### src/rtl/core/psre_pkg.sv
// Shared types, constants and helper functions for the pixel symbol RLE encoder.
package psre_pkg;

    localparam logic [6:0] CHAR_BAR   = 7'h7C;
    localparam logic [7:0] RUN_SAT    = 8'd255;

    typedef enum logic [3:0] {
        SLOT_PRE_H  = 4'd0,
        SLOT_PRE_T  = 4'd1,
        SLOT_PRE_O  = 4'd2,
        SLOT_BAR_L  = 4'd3,
        SLOT_ROW_H  = 4'd4,
        SLOT_ROW_T  = 4'd5,
        SLOT_ROW_O  = 4'd6,
        SLOT_BAR_R  = 4'd7,
        SLOT_SYM    = 4'd8,
        SLOT_POST_H = 4'd9,
        SLOT_POST_T = 4'd10,
        SLOT_POST_O = 4'd11
    } psre_slot_t;

    localparam int SLOT_COUNT = 12;

    typedef struct packed {
        logic [3:0] h;
        logic [3:0] t;
        logic [3:0] o;
    } psre_dec_t;

    typedef struct packed {
        logic [SLOT_COUNT-1:0] mask;
        psre_dec_t             pre;
        psre_dec_t             row;
        logic [5:0]            sym;
        psre_dec_t             post;
    } psre_cmd_t;

    // three decimal digits of an 8-bit value, tens by reciprocal multiply
    function automatic psre_dec_t to_dec(input logic [7:0] v);
        psre_dec_t  d;
        logic [7:0] r;
        logic [14:0] prod;
        logic [6:0] tens_x10;
        if (v >= 8'd200) begin
            d.h = 4'd2;
            r   = v - 8'd200;
        end else if (v >= 8'd100) begin
            d.h = 4'd1;
            r   = v - 8'd100;
        end else begin
            d.h = 4'd0;
            r   = v;
        end
        prod     = {8'd0, r[6:0]} * 15'd205;
        d.t      = prod[14:11];
        tens_x10 = 7'(d.t) * 7'd10;
        d.o      = 4'(r[6:0] - tens_x10);
        return d;
    endfunction

    // digit enables {ones, tens, hundreds} of an 8-bit value, no leading zeros
    function automatic logic [2:0] dec_mask(input logic [7:0] v);
        logic [2:0] m;
        m[0] = (v >= 8'd100);
        m[1] = (v >= 8'd10);
        m[2] = 1'b1;
        return m;
    endfunction

    function automatic logic [6:0] digit_char(input logic [3:0] d);
        return {3'b011, d};
    endfunction

    function automatic logic [6:0] sym_char(input logic [5:0] s);
        logic [6:0] c;
        if (s < 6'd26) begin
            c = 7'h61 + 7'(s);
        end else if (s < 6'd52) begin
            c = 7'h41 + 7'(s - 6'd26);
        end else begin
            case (s)
                6'd52:   c = 7'h21;
                6'd53:   c = 7'h40;
                6'd54:   c = 7'h23;
                6'd55:   c = 7'h24;
                6'd56:   c = 7'h25;
                6'd57:   c = 7'h5E;
                6'd58:   c = 7'h26;
                6'd59:   c = 7'h2A;
                6'd60:   c = 7'h28;
                6'd61:   c = 7'h29;
                6'd62:   c = 7'h2D;
                default: c = 7'h5F;
            endcase
        end
        return c;
    endfunction

endpackage

### src/rtl/core/psre_front.sv
// Front end: tracks the open run; pixels with output yield character commands.
module psre_front (
    input  logic              clk,
    input  logic              rst_n,
    input  logic              in_valid,
    output logic              in_ready,
    input  logic [7:0]        pixel,
    input  logic [6:0]        row_number,
    input  logic              first_in_row,
    input  logic              last_of_plane,
    input  logic              q_full,
    output logic              q_push,
    output psre_pkg::psre_cmd_t q_data
);
    import psre_pkg::*;

    logic [5:0] run_symbol_reg, run_symbol_next;
    logic       run_valid_reg, run_valid_next;
    logic [7:0] run_length_reg, run_length_next;

    logic [5:0] sym;
    logic       accept;
    logic       cont;
    logic       pre_en;
    logic       post_en;
    logic [7:0] len_after;
    logic [2:0] pre_m, row_m, post_m;

    assign in_ready = !q_full;
    assign accept   = in_valid && in_ready;
    assign sym      = pixel[7:2];

    always_comb
    begin
        cont      = run_valid_reg && !first_in_row && (sym == run_symbol_reg);
        pre_en    = run_valid_reg && (run_length_reg >= 8'd2) && !cont;
        len_after = cont ? ((run_length_reg < RUN_SAT) ? run_length_reg + 8'd1
                                                       : run_length_reg)
                         : 8'd1;
        post_en   = last_of_plane && (len_after >= 8'd2);

        pre_m  = dec_mask(run_length_reg);
        row_m  = dec_mask({1'b0, row_number});
        post_m = dec_mask(len_after);

        q_data.pre  = to_dec(run_length_reg);
        q_data.row  = to_dec({1'b0, row_number});
        q_data.post = to_dec(len_after);
        q_data.sym  = sym;

        q_data.mask              = '0;
        q_data.mask[SLOT_PRE_H]  = pre_en && pre_m[0];
        q_data.mask[SLOT_PRE_T]  = pre_en && pre_m[1];
        q_data.mask[SLOT_PRE_O]  = pre_en && pre_m[2];
        q_data.mask[SLOT_BAR_L]  = first_in_row;
        q_data.mask[SLOT_ROW_H]  = first_in_row && row_m[0];
        q_data.mask[SLOT_ROW_T]  = first_in_row && row_m[1];
        q_data.mask[SLOT_ROW_O]  = first_in_row && row_m[2];
        q_data.mask[SLOT_BAR_R]  = first_in_row;
        q_data.mask[SLOT_SYM]    = !cont;
        q_data.mask[SLOT_POST_H] = post_en && post_m[0];
        q_data.mask[SLOT_POST_T] = post_en && post_m[1];
        q_data.mask[SLOT_POST_O] = post_en && post_m[2];

        q_push = accept && (q_data.mask != '0);

        run_symbol_next = run_symbol_reg;
        run_valid_next  = run_valid_reg;
        run_length_next = run_length_reg;
        if (accept) begin
            run_symbol_next = sym;
            run_valid_next  = !last_of_plane;
            run_length_next = last_of_plane ? 8'd0 : len_after;
        end
    end

    always_ff @(posedge clk or negedge rst_n)
    begin
        if (!rst_n) begin
            run_symbol_reg <= '0;
            run_valid_reg  <= 1'b0;
            run_length_reg <= '0;
        end else begin
            run_symbol_reg <= run_symbol_next;
            run_valid_reg  <= run_valid_next;
            run_length_reg <= run_length_next;
        end
    end

endmodule

### src/rtl/core/psre_queue.sv
// Small register FIFO carrying character commands from front to back end.
module psre_queue #(
    parameter int DEPTH = 2
) (
    input  logic                clk,
    input  logic                rst_n,
    input  logic                push,
    input  psre_pkg::psre_cmd_t push_data,
    output logic                full,
    input  logic                pop,
    output logic                not_empty,
    output psre_pkg::psre_cmd_t pop_data
);
    import psre_pkg::*;

    localparam int PW = (DEPTH > 1) ? $clog2(DEPTH) : 1;
    localparam int CW = $clog2(DEPTH + 1);
    localparam logic [PW-1:0] PTR_LAST = PW'(DEPTH - 1);
    localparam logic [CW-1:0] CNT_FULL = CW'(DEPTH);
    localparam logic [PW-1:0] PTR_ONE  = PW'(1);
    localparam logic [CW-1:0] CNT_ONE  = CW'(1);

    psre_cmd_t     store_reg [DEPTH];
    logic [PW-1:0] wr_ptr_reg, wr_ptr_next;
    logic [PW-1:0] rd_ptr_reg, rd_ptr_next;
    logic [CW-1:0] count_reg, count_next;
    logic          do_push, do_pop;

    assign full      = (count_reg == CNT_FULL);
    assign not_empty = (count_reg != '0);
    assign do_push   = push && !full;
    assign do_pop    = pop && not_empty;
    assign pop_data  = store_reg[rd_ptr_reg];

    always_comb
    begin
        wr_ptr_next = wr_ptr_reg;
        rd_ptr_next = rd_ptr_reg;
        count_next  = count_reg;
        if (do_push) begin
            wr_ptr_next = (wr_ptr_reg == PTR_LAST) ? '0 : wr_ptr_reg + PTR_ONE;
        end
        if (do_pop) begin
            rd_ptr_next = (rd_ptr_reg == PTR_LAST) ? '0 : rd_ptr_reg + PTR_ONE;
        end
        if (do_push && !do_pop) begin
            count_next = count_reg + CNT_ONE;
        end else if (do_pop && !do_push) begin
            count_next = count_reg - CNT_ONE;
        end
    end

    always_ff @(posedge clk)
    begin
        if (do_push) begin
            store_reg[wr_ptr_reg] <= push_data;
        end
    end

    always_ff @(posedge clk or negedge rst_n)
    begin
        if (!rst_n) begin
            wr_ptr_reg <= '0;
            rd_ptr_reg <= '0;
            count_reg  <= '0;
        end else begin
            wr_ptr_reg <= wr_ptr_next;
            rd_ptr_reg <= rd_ptr_next;
            count_reg  <= count_next;
        end
    end

endmodule

### src/rtl/core/psre_back.sv
// Back end: walks a command's slots, one character per cycle unless stalled.
module psre_back (
    input  logic                clk,
    input  logic                rst_n,
    input  logic                q_not_empty,
    input  psre_pkg::psre_cmd_t q_data,
    output logic                q_pop,
    output logic                out_valid,
    input  logic                out_ready,
    output logic [6:0]          text_char,
    output logic                last_char
);
    import psre_pkg::*;

    psre_cmd_t             cur_reg, cur_next;
    logic                  out_valid_reg, out_valid_next;
    logic [6:0]            text_char_reg, text_char_next;
    logic                  last_char_reg, last_char_next;

    psre_slot_t            sel;
    logic [SLOT_COUNT-1:0] remaining;
    logic                  advance;
    logic                  emit;
    logic [6:0]            ch;

    assign out_valid = out_valid_reg;
    assign text_char = text_char_reg;
    assign last_char = last_char_reg;

    always_comb
    begin
        sel = SLOT_POST_O;
        for (int i = SLOT_COUNT - 1; i >= 0; i--) begin
            if (cur_reg.mask[i]) begin
                sel = psre_slot_t'(i[3:0]);
            end
        end
        remaining      = cur_reg.mask;
        remaining[sel] = 1'b0;

        case (sel)
            SLOT_PRE_H:  ch = digit_char(cur_reg.pre.h);
            SLOT_PRE_T:  ch = digit_char(cur_reg.pre.t);
            SLOT_PRE_O:  ch = digit_char(cur_reg.pre.o);
            SLOT_BAR_L:  ch = CHAR_BAR;
            SLOT_ROW_H:  ch = digit_char(cur_reg.row.h);
            SLOT_ROW_T:  ch = digit_char(cur_reg.row.t);
            SLOT_ROW_O:  ch = digit_char(cur_reg.row.o);
            SLOT_BAR_R:  ch = CHAR_BAR;
            SLOT_SYM:    ch = sym_char(cur_reg.sym);
            SLOT_POST_H: ch = digit_char(cur_reg.post.h);
            SLOT_POST_T: ch = digit_char(cur_reg.post.t);
            SLOT_POST_O: ch = digit_char(cur_reg.post.o);
            default:     ch = CHAR_BAR;
        endcase

        advance = !out_valid_reg || out_ready;
        emit    = advance && (cur_reg.mask != '0);

        out_valid_next = out_valid_reg;
        text_char_next = text_char_reg;
        last_char_next = last_char_reg;
        if (advance) begin
            out_valid_next = emit;
            text_char_next = ch;
            last_char_next = (remaining == '0);
        end

        // take the next command once the current one is spent
        q_pop = q_not_empty && ((cur_reg.mask == '0) || (emit && (remaining == '0)));

        cur_next = cur_reg;
        if (q_pop) begin
            cur_next = q_data;
        end else if (emit) begin
            cur_next.mask = remaining;
        end
    end

    always_ff @(posedge clk)
    begin
        text_char_reg  <= text_char_next;
        last_char_reg  <= last_char_next;
    end

    always_ff @(posedge clk or negedge rst_n)
    begin
        if (!rst_n) begin
            cur_reg       <= '0;
            out_valid_reg <= 1'b0;
        end else begin
            cur_reg       <= cur_next;
            out_valid_reg <= out_valid_next;
        end
    end

endmodule

### src/rtl/core/pixel_symbol_rle_encoder_top.sv
// Top level of the pixel symbol RLE encoder: front end, command queue, back end.
//
//  channel | handshake            | payload
//  --------+----------------------+---------------------------------------------
//  in      | in_valid / in_ready  | pixel, row_number, first_in_row, last_of_plane
//  out     | out_valid / out_ready| text_char, last_char
//
// A request is taken every cycle while the command queue has room; each pixel
// yields 0 to 9 characters, and the back end sends one character per cycle
// while out_ready is high. Commands pass the queue and the back-end command
// register, and the characters leave through a registered output.
// Reset clears the open run, queue pointers, back-end command and out_valid.
// Output stalls fill the queue and then hold in_ready low.
module pixel_symbol_rle_encoder_top #(
    parameter int QUEUE_DEPTH = 2
) (
    input  logic       clk,
    input  logic       rst_n,
    input  logic       in_valid,
    output logic       in_ready,
    input  logic [7:0] pixel,
    input  logic [6:0] row_number,
    input  logic       first_in_row,
    input  logic       last_of_plane,
    output logic       out_valid,
    input  logic       out_ready,
    output logic [6:0] text_char,
    output logic       last_char
);
    import psre_pkg::*;

    psre_cmd_t push_data;
    psre_cmd_t pop_data;
    logic      q_push;
    logic      q_full;
    logic      q_pop;
    logic      q_not_empty;

    psre_front u_front (
        .clk           (clk),
        .rst_n         (rst_n),
        .in_valid      (in_valid),
        .in_ready      (in_ready),
        .pixel         (pixel),
        .row_number    (row_number),
        .first_in_row  (first_in_row),
        .last_of_plane (last_of_plane),
        .q_full        (q_full),
        .q_push        (q_push),
        .q_data        (push_data)
    );

    psre_queue #(
        .DEPTH (QUEUE_DEPTH)
    ) u_queue (
        .clk       (clk),
        .rst_n     (rst_n),
        .push      (q_push),
        .push_data (push_data),
        .full      (q_full),
        .pop       (q_pop),
        .not_empty (q_not_empty),
        .pop_data  (pop_data)
    );

    psre_back u_back (
        .clk         (clk),
        .rst_n       (rst_n),
        .q_not_empty (q_not_empty),
        .q_data      (pop_data),
        .q_pop       (q_pop),
        .out_valid   (out_valid),
        .out_ready   (out_ready),
        .text_char   (text_char),
        .last_char   (last_char)
    );

endmodule

### config.mk
export PLATFORM = sky130hd
export DESIGN_NAME = pixel_symbol_rle_encoder_top
export DESIGN_NICKNAME = d
export VERILOG_FILES = /design/src/rtl/core/psre_pkg.sv /design/src/rtl/core/psre_front.sv /design/src/rtl/core/psre_queue.sv /design/src/rtl/core/psre_back.sv /design/src/rtl/core/pixel_symbol_rle_encoder_top.sv
export SDC_FILE = /design/constraint.sdc
export NUM_CORES = 1
export LEC_CHECK = 0
export ABC_AREA = 0
export CAP_MARGIN = 10
export CORE_ASPECT_RATIO = 0.7
export CORE_UTILIZATION = 40
export DETAILED_ROUTE_END_ITERATION = 12
export DONT_BUFFER_PORTS = 1
export GPL_ROUTABILITY_DRIVEN = 0
export GPL_TIMING_DRIVEN = 0
export PLACE_DENSITY_LB_ADDON = 0.05
export SKIP_LAST_GASP = 1
export SLEW_MARGIN = 20
export SYNTH_ARGS = -nofsm -noshare
export SYNTH_HDL_FRONTEND = slang
export SYNTH_SLANG_ARGS = --single-unit
### constraint.sdc
create_clock -name clk -period 17.7 [get_ports clk]
set_clock_uncertainty 0.15 [all_clocks]
set_input_delay 0.885 -clock clk [delete_from_list [all_inputs] [get_ports clk]]
set_output_delay 0.885 -clock clk [all_outputs]
set_load 0.01 [all_outputs]
After elaboration in Yosys (flattened, before gate mapping)
Memories as Yosys holds them, arrays and structs flattened.
Index checks and enable logic that the tools add are counted.
{ "op_classes": {"n_eq_ne": 22, "bitwise": 2, "add_sub_neg": 17, "n_reduce_logical": 38, "mux": 40, "order_cmp": 16, "n_mul": 6} }
{ "op_table": {"columns": ["op", "n"], "rows": [
  ["$pmux 7 s11", 1],
  ["$pmux 7 s10", 1],
  ["$eq 6x6->1 const B", 11],
  ["$mux 7", 8],
  ["$mul 7x8->15 const B", 3],
  ["$sub 7x7->7 const B", 6],
  ["$mux 4", 10],
  ["$logic_not 12->1", 2],
  ["$mux 12", 2],
  ["$mux 8", 3],
  ["$reduce_bool 12->1", 2],
  ["$logic_and 1x1->1", 21],
  ["$eq 4x4->1 const B", 4],
  ["$ge 8x2->1 const B", 2],
  ["$ge 8x4->1 const B", 2],
  ["$ge 8x7->1 const B", 2],
  ["$ge 8x8->1 const B", 2],
  ["$and 12x12->12", 1],
  ["$eq 4x3->1 const B", 3],
  ["$mul 4x3->3 const B", 3],
  ["$not 12->12", 1],
  ["$sub 4x4->4", 3],
  ["$mux 2", 5],
  ["$mux 1", 9],
  ["24 further kinds", 34]
]} }
{ "totals": {"regBits": 82, "ramBits": 104, "memories": 1, "out_inout_bits": 10} }
{ "mem_list": {"columns": ["name", "depth", "width", "read_ports", "rd_ports_with_merged_regs", "wr", "line_no", "source"], "rows": [
  ["u_queue.store_reg", 2, 52, 1, 0, 1, "psre_queue.sv:23", "psre_cmd_t store_reg [DEPTH];"]
]} }

Longest topological paths before layout
{ "depth": {"word_depth": 25, "mapped_depth": 36} }

Hierarchy
A second synthesis with hierarchy kept.
{ "unflattened": {"hier_cells": 1034, "hier_area_um2": 12478.2} }
{ "modules_own_cells": {"columns": ["module", "cells_per_inst", "instances", "area_each_um2", "seq_area_each_um2"], "rows": [
  ["psre_front", 528, 1, 4649.5, 375.4],
  ["psre_queue", 187, 1, 4344.2, 3343.2],
  ["psre_back", 319, 1, 3484.6, 1616.6]
]} }

Least setup slack after synthesis
Ideal clock, no wire load.
{ "synth_timing": {"path_kind": "input to register", "from": "input port pixel[7]", "to": "memory u_queue.store_reg[0][3] (netlist name) (data pin)", "n_path_buf": 1, "slack_ns": 9.542, "t_required_ns": 17.273, "path_stages": 35, "t_arrival_ns": 7.732, "setup_ns": 0.277, "path_cell_list": "xnor2_1 nand4_1 nor2_1 inv_2 clkbuf_1 nor2_1 inv_1 ha_1 a311oi_1 o211ai_1 o211ai_1 inv_1 a2111oi_0 a21oi_1 xnor2_1 ha_1 fa_1 ha_1 inv_1 fa_1 inv_1 ha_1 a21o_1 a21o_1 a221o_1 or3_1 or3_1 o2111ai_1 nor3_1 ha_1 inv_1 fa_1 xor2_1 xnor2_1 xor2_1"} }
{ "synth_rtl": {"columns": ["item", "line_no", "source"], "rows": [
  ["from (decl)", "pixel_symbol_rle_encoder_top.sv:21", "input logic [7:0] pixel,"],
  ["to (decl)", "psre_queue.sv:23", null]
]} }

==> flow_summary_export.csv <==
group,metric,value,unit
pwr,p_leak,5.37,nW
critical_path,cp.depth,35,
yosys,synth_seq_cells,165,
timing,whs,156,ps
timing,drv_slew,0,
critical_path,reg2reg_slack,8170,ps
route,routed_via_density,5.45,
critical_path,reg2reg_depth,35,
critical_path,timing.critical_path.slowest_cell_delay,500,ps
clocking,post_cts_buffers,0,
route,drt_pass1_iterations,5,
route,drt_first_iter_violations,535,
timing,grt_setup_unrepaired,"false",
floorplanning,pin_count,31,
timing,post-route-period-util,0.540,
global_routing,gr-total-overflow,0,
timing,fmaxAchievable,105,MHz
timing,relSlewSlack,0.308,
timing,finalHoldViolCount,0,
clocking,clk_pin_slew,70,ps
route,wire_per_inst,18.9,um
floorplanning,rows,50,
floorplanning,die_width,200,um
critical_path,r2r_start,"u_front.run_symbol_reg[2]",
route,routed_wl,27.1,mm
global_routing,grt_pass1_wl,44.0,mm
pwr,vdd_ir_drop_max,76.4,uV
clocking,cts_resized,0,
critical_path,cp-start-kind,"primary input",
yosys,syn_area_per_cell,10.6,um^2
global_routing,grt_pass1_vias,7708,
cells_and_area,antenna_cells,0,
yosys,ys_warn_count,0,
floorplanning,die_h,141,um
route,antenna_left,0,
yosys,synth_fp_nets,1218,
yosys,synthArstFlopShare,0.406,
cells_and_area,drive_gt1_frac,0.0605,
job,max_cap_violations,0,
pwr,power_density,144,nW/um^2
yosys,syn_area,11000,um^2
floorplanning,core-area,26900,um^2
placement,portBuffers,0,
yosys,seq_area_frac_synth,0.419,
clocking,numCtsBuffers,17,
clocking,ctsHoldBuffers,1,
cells_and_area,largest_reg_flops,90,
clocking,clock-sinks,165,
global_routing,gr-usage-all-layers,0.201,
clocking,cts_tree,"built",
placement,place_hpwl,20.8,mm
cells_and_area,nNetsFinal,1240,
critical_path,crit_family,"adder cells",
yosys,dominantRegCellSynth,"edfxtp_1",
status,status,"complete, no violations",
critical_path,arrival,9570,ps
timing,tightest_slew,1040,ps
route,vias,7837,
global_routing,antenna_found_initial,0,
critical_path,critPathMaxFanout,11,
floorplanning,floorplan.die_area,28200,um^2
timing,post-route-min-period,9550,ps
global_routing,grt_start_max_net_pins,68,
critical_path,worstReg2RegEnd,"u_queue.store_reg[1][3]",
timing,setup_viol,0,
route,drc,0,
yosys,synth_edf_count,98,
critical_path,critPathKind,"primary input to flip-flop",
clocking,cts-htree-levels,4,
cells_and_area,fillCellCount,2615,
yosys,synth.distinct_cells,68,
critical_path,required,17720,ps
critical_path,cp-end-kind,"flip-flop",
clocking,clock_latency,440,ps
hold_path,min_path_type,"primary input to async pin",
yosys,syn_inst,1040,
clocking,cts.path.max_buffers,2,
timing,tns,0,ps
clocking,cts_root_buffer,"clkbuf_16",
cells_and_area,synthToLayoutAreaGrowth,9.89,%
critical_path,crit_path_top_delay_cell,"fa_1",
floorplanning,initial_core_util,0.410,
critical_path,cp_num_buf_inv,7,
==> kinds of logic (layout without fill, tap and decap cells) <==
logic type,after synthesis,after routing,share of synthesized area
flops,165,165,0.419
buf+inv,126,161,0.0438
xor+xnor,42,42,0.0334
fa+ha+maj,157,157,0.197
compound gates,264,264,0.153
simple gates,230,230,0.103
mux,56,56,0.0516
==> worst register-to-register path: cells and delay by family (launching register included) <==
family / cells / cell delay [ps]
buffers and inverters: 7 / 1020
DFF: 1 / 390
and+or+nand+nor: 7 / 1830
AOI/OAI and AO/OA: 8 / 1840
xor gates and xnor gates: 5 / 1250
adders and majority gates: 8 / 2780
==> cell usage after synthesis (9+ instances only) <==
cell type	instances	area (um^2)
o21ai_0	39	195
o21ai_1	11	55.1
clkbuf_1	29	109
and2_1	12	75.1
xor2_1	11	96.3
xnor2_1	31	272
o211ai_1	11	82.6
or2_2	10	62.6
nor2b_1	13	81.3
nor3_1	21	105
inv_1	89	334
fa_1	27	541
a21oi_1	103	515
dfrtp_1	67	1680
o31ai_1	9	67.6
or3_1	9	56.3
nor2_1	49	184
nand3_1	22	110
nand2_1	60	225
edfxtp_1	98	2940
ha_1	130	1630
mux2i_1	49	490
==> placed cells by master, fill, tap and decap left out, types with 6 or more instances in the layout <==
cell / instances
mux2i_1: 49
a2111oi_0: 7
o211ai_1: 11
o21ai_1: 11
clkbuf_1: 29
or3_1: 9
a211oi_1: 8
a21o_1: 7
nand3_1: 22
nor2b_1: 12
o21a_1: 8
nor2_1: 49
and2_1: 11
nand2b_1: 7
mux2_2: 7
a21oi_1: 103
xnor2_1: 31
o21ai_0: 39
xor2_1: 11
nor3_1: 21
fa_1: 27
a31oi_1: 7
dfrtp_1: 67
nand4_1: 8
o31ai_1: 9
nand2_1: 60
edfxtp_1: 98
and3_1: 6
clkbuf_16: 17
inv_1: 89
ha_1: 130
inv_6: 6
or2_2: 10
==> stage by stage <==
stage	utilization	cells	worst slack [ps]	power, W	cell area (um^2)
CTS	0.450	1439	8380	0.00175	12100
global route	0.450	1439	7600	0.00186	12100
finish	0.450	1439	8150	0.00174	12100
detailed placement	0.429	1406	7970	0.00139	11500
floorplan	-	1040	9540	0.00115	11000
global placement	0.427	1404	7950	0.00138	11500
==> layer usage <==
layer,track usage,vias up,wire length [um]
met4,0.0422,0,210
met2,0.283,167,11000
met3,0.0379,15,1360
li1,-,3852,-
met1,0.316,3803,14600
met5,0,-,0
==> worst max path at each step <==
| stage | slack (ps) | startpoint | endpoint |
|---|---|---|---|
| final | 8150 | pixel[4] | u_queue.store_reg[1][3] |
| after global routing | 7600 | u_front.run_symbol_reg[2] | u_queue.store_reg[0][3] |
| after CTS | 8380 | pixel[4] | u_queue.store_reg[0][3] |
| after detailed placement | 7970 | pixel[4] | u_queue.store_reg[0][3] |
| after global placement | 7950 | pixel[4] | u_queue.store_reg[0][3] |
| after floorplan | 9540 | pixel[7] | u_queue.store_reg[0][3] |
==> power breakdown <==
part           internal [W]  switching [W]
combinational      0.000270       0.000474
clock              0.000183       0.000167
sequential         0.000563      0.0000847
total               0.00102       0.000727
==> layout make-up <==
cell class              instances  area [um^2]  share of cell area
repair buffers                  3         82.6             0.00682
well taps                     364          455              0.0376
clock buffers                  17          425              0.0351
plain buffers                  35          141              0.0117
multi-input cells             749         5930               0.490
flip-flops and latches        165         4620               0.381
clock inverters                15          116             0.00961
inverters                      91          342              0.0282
Power figures use the tool's default switching activity.
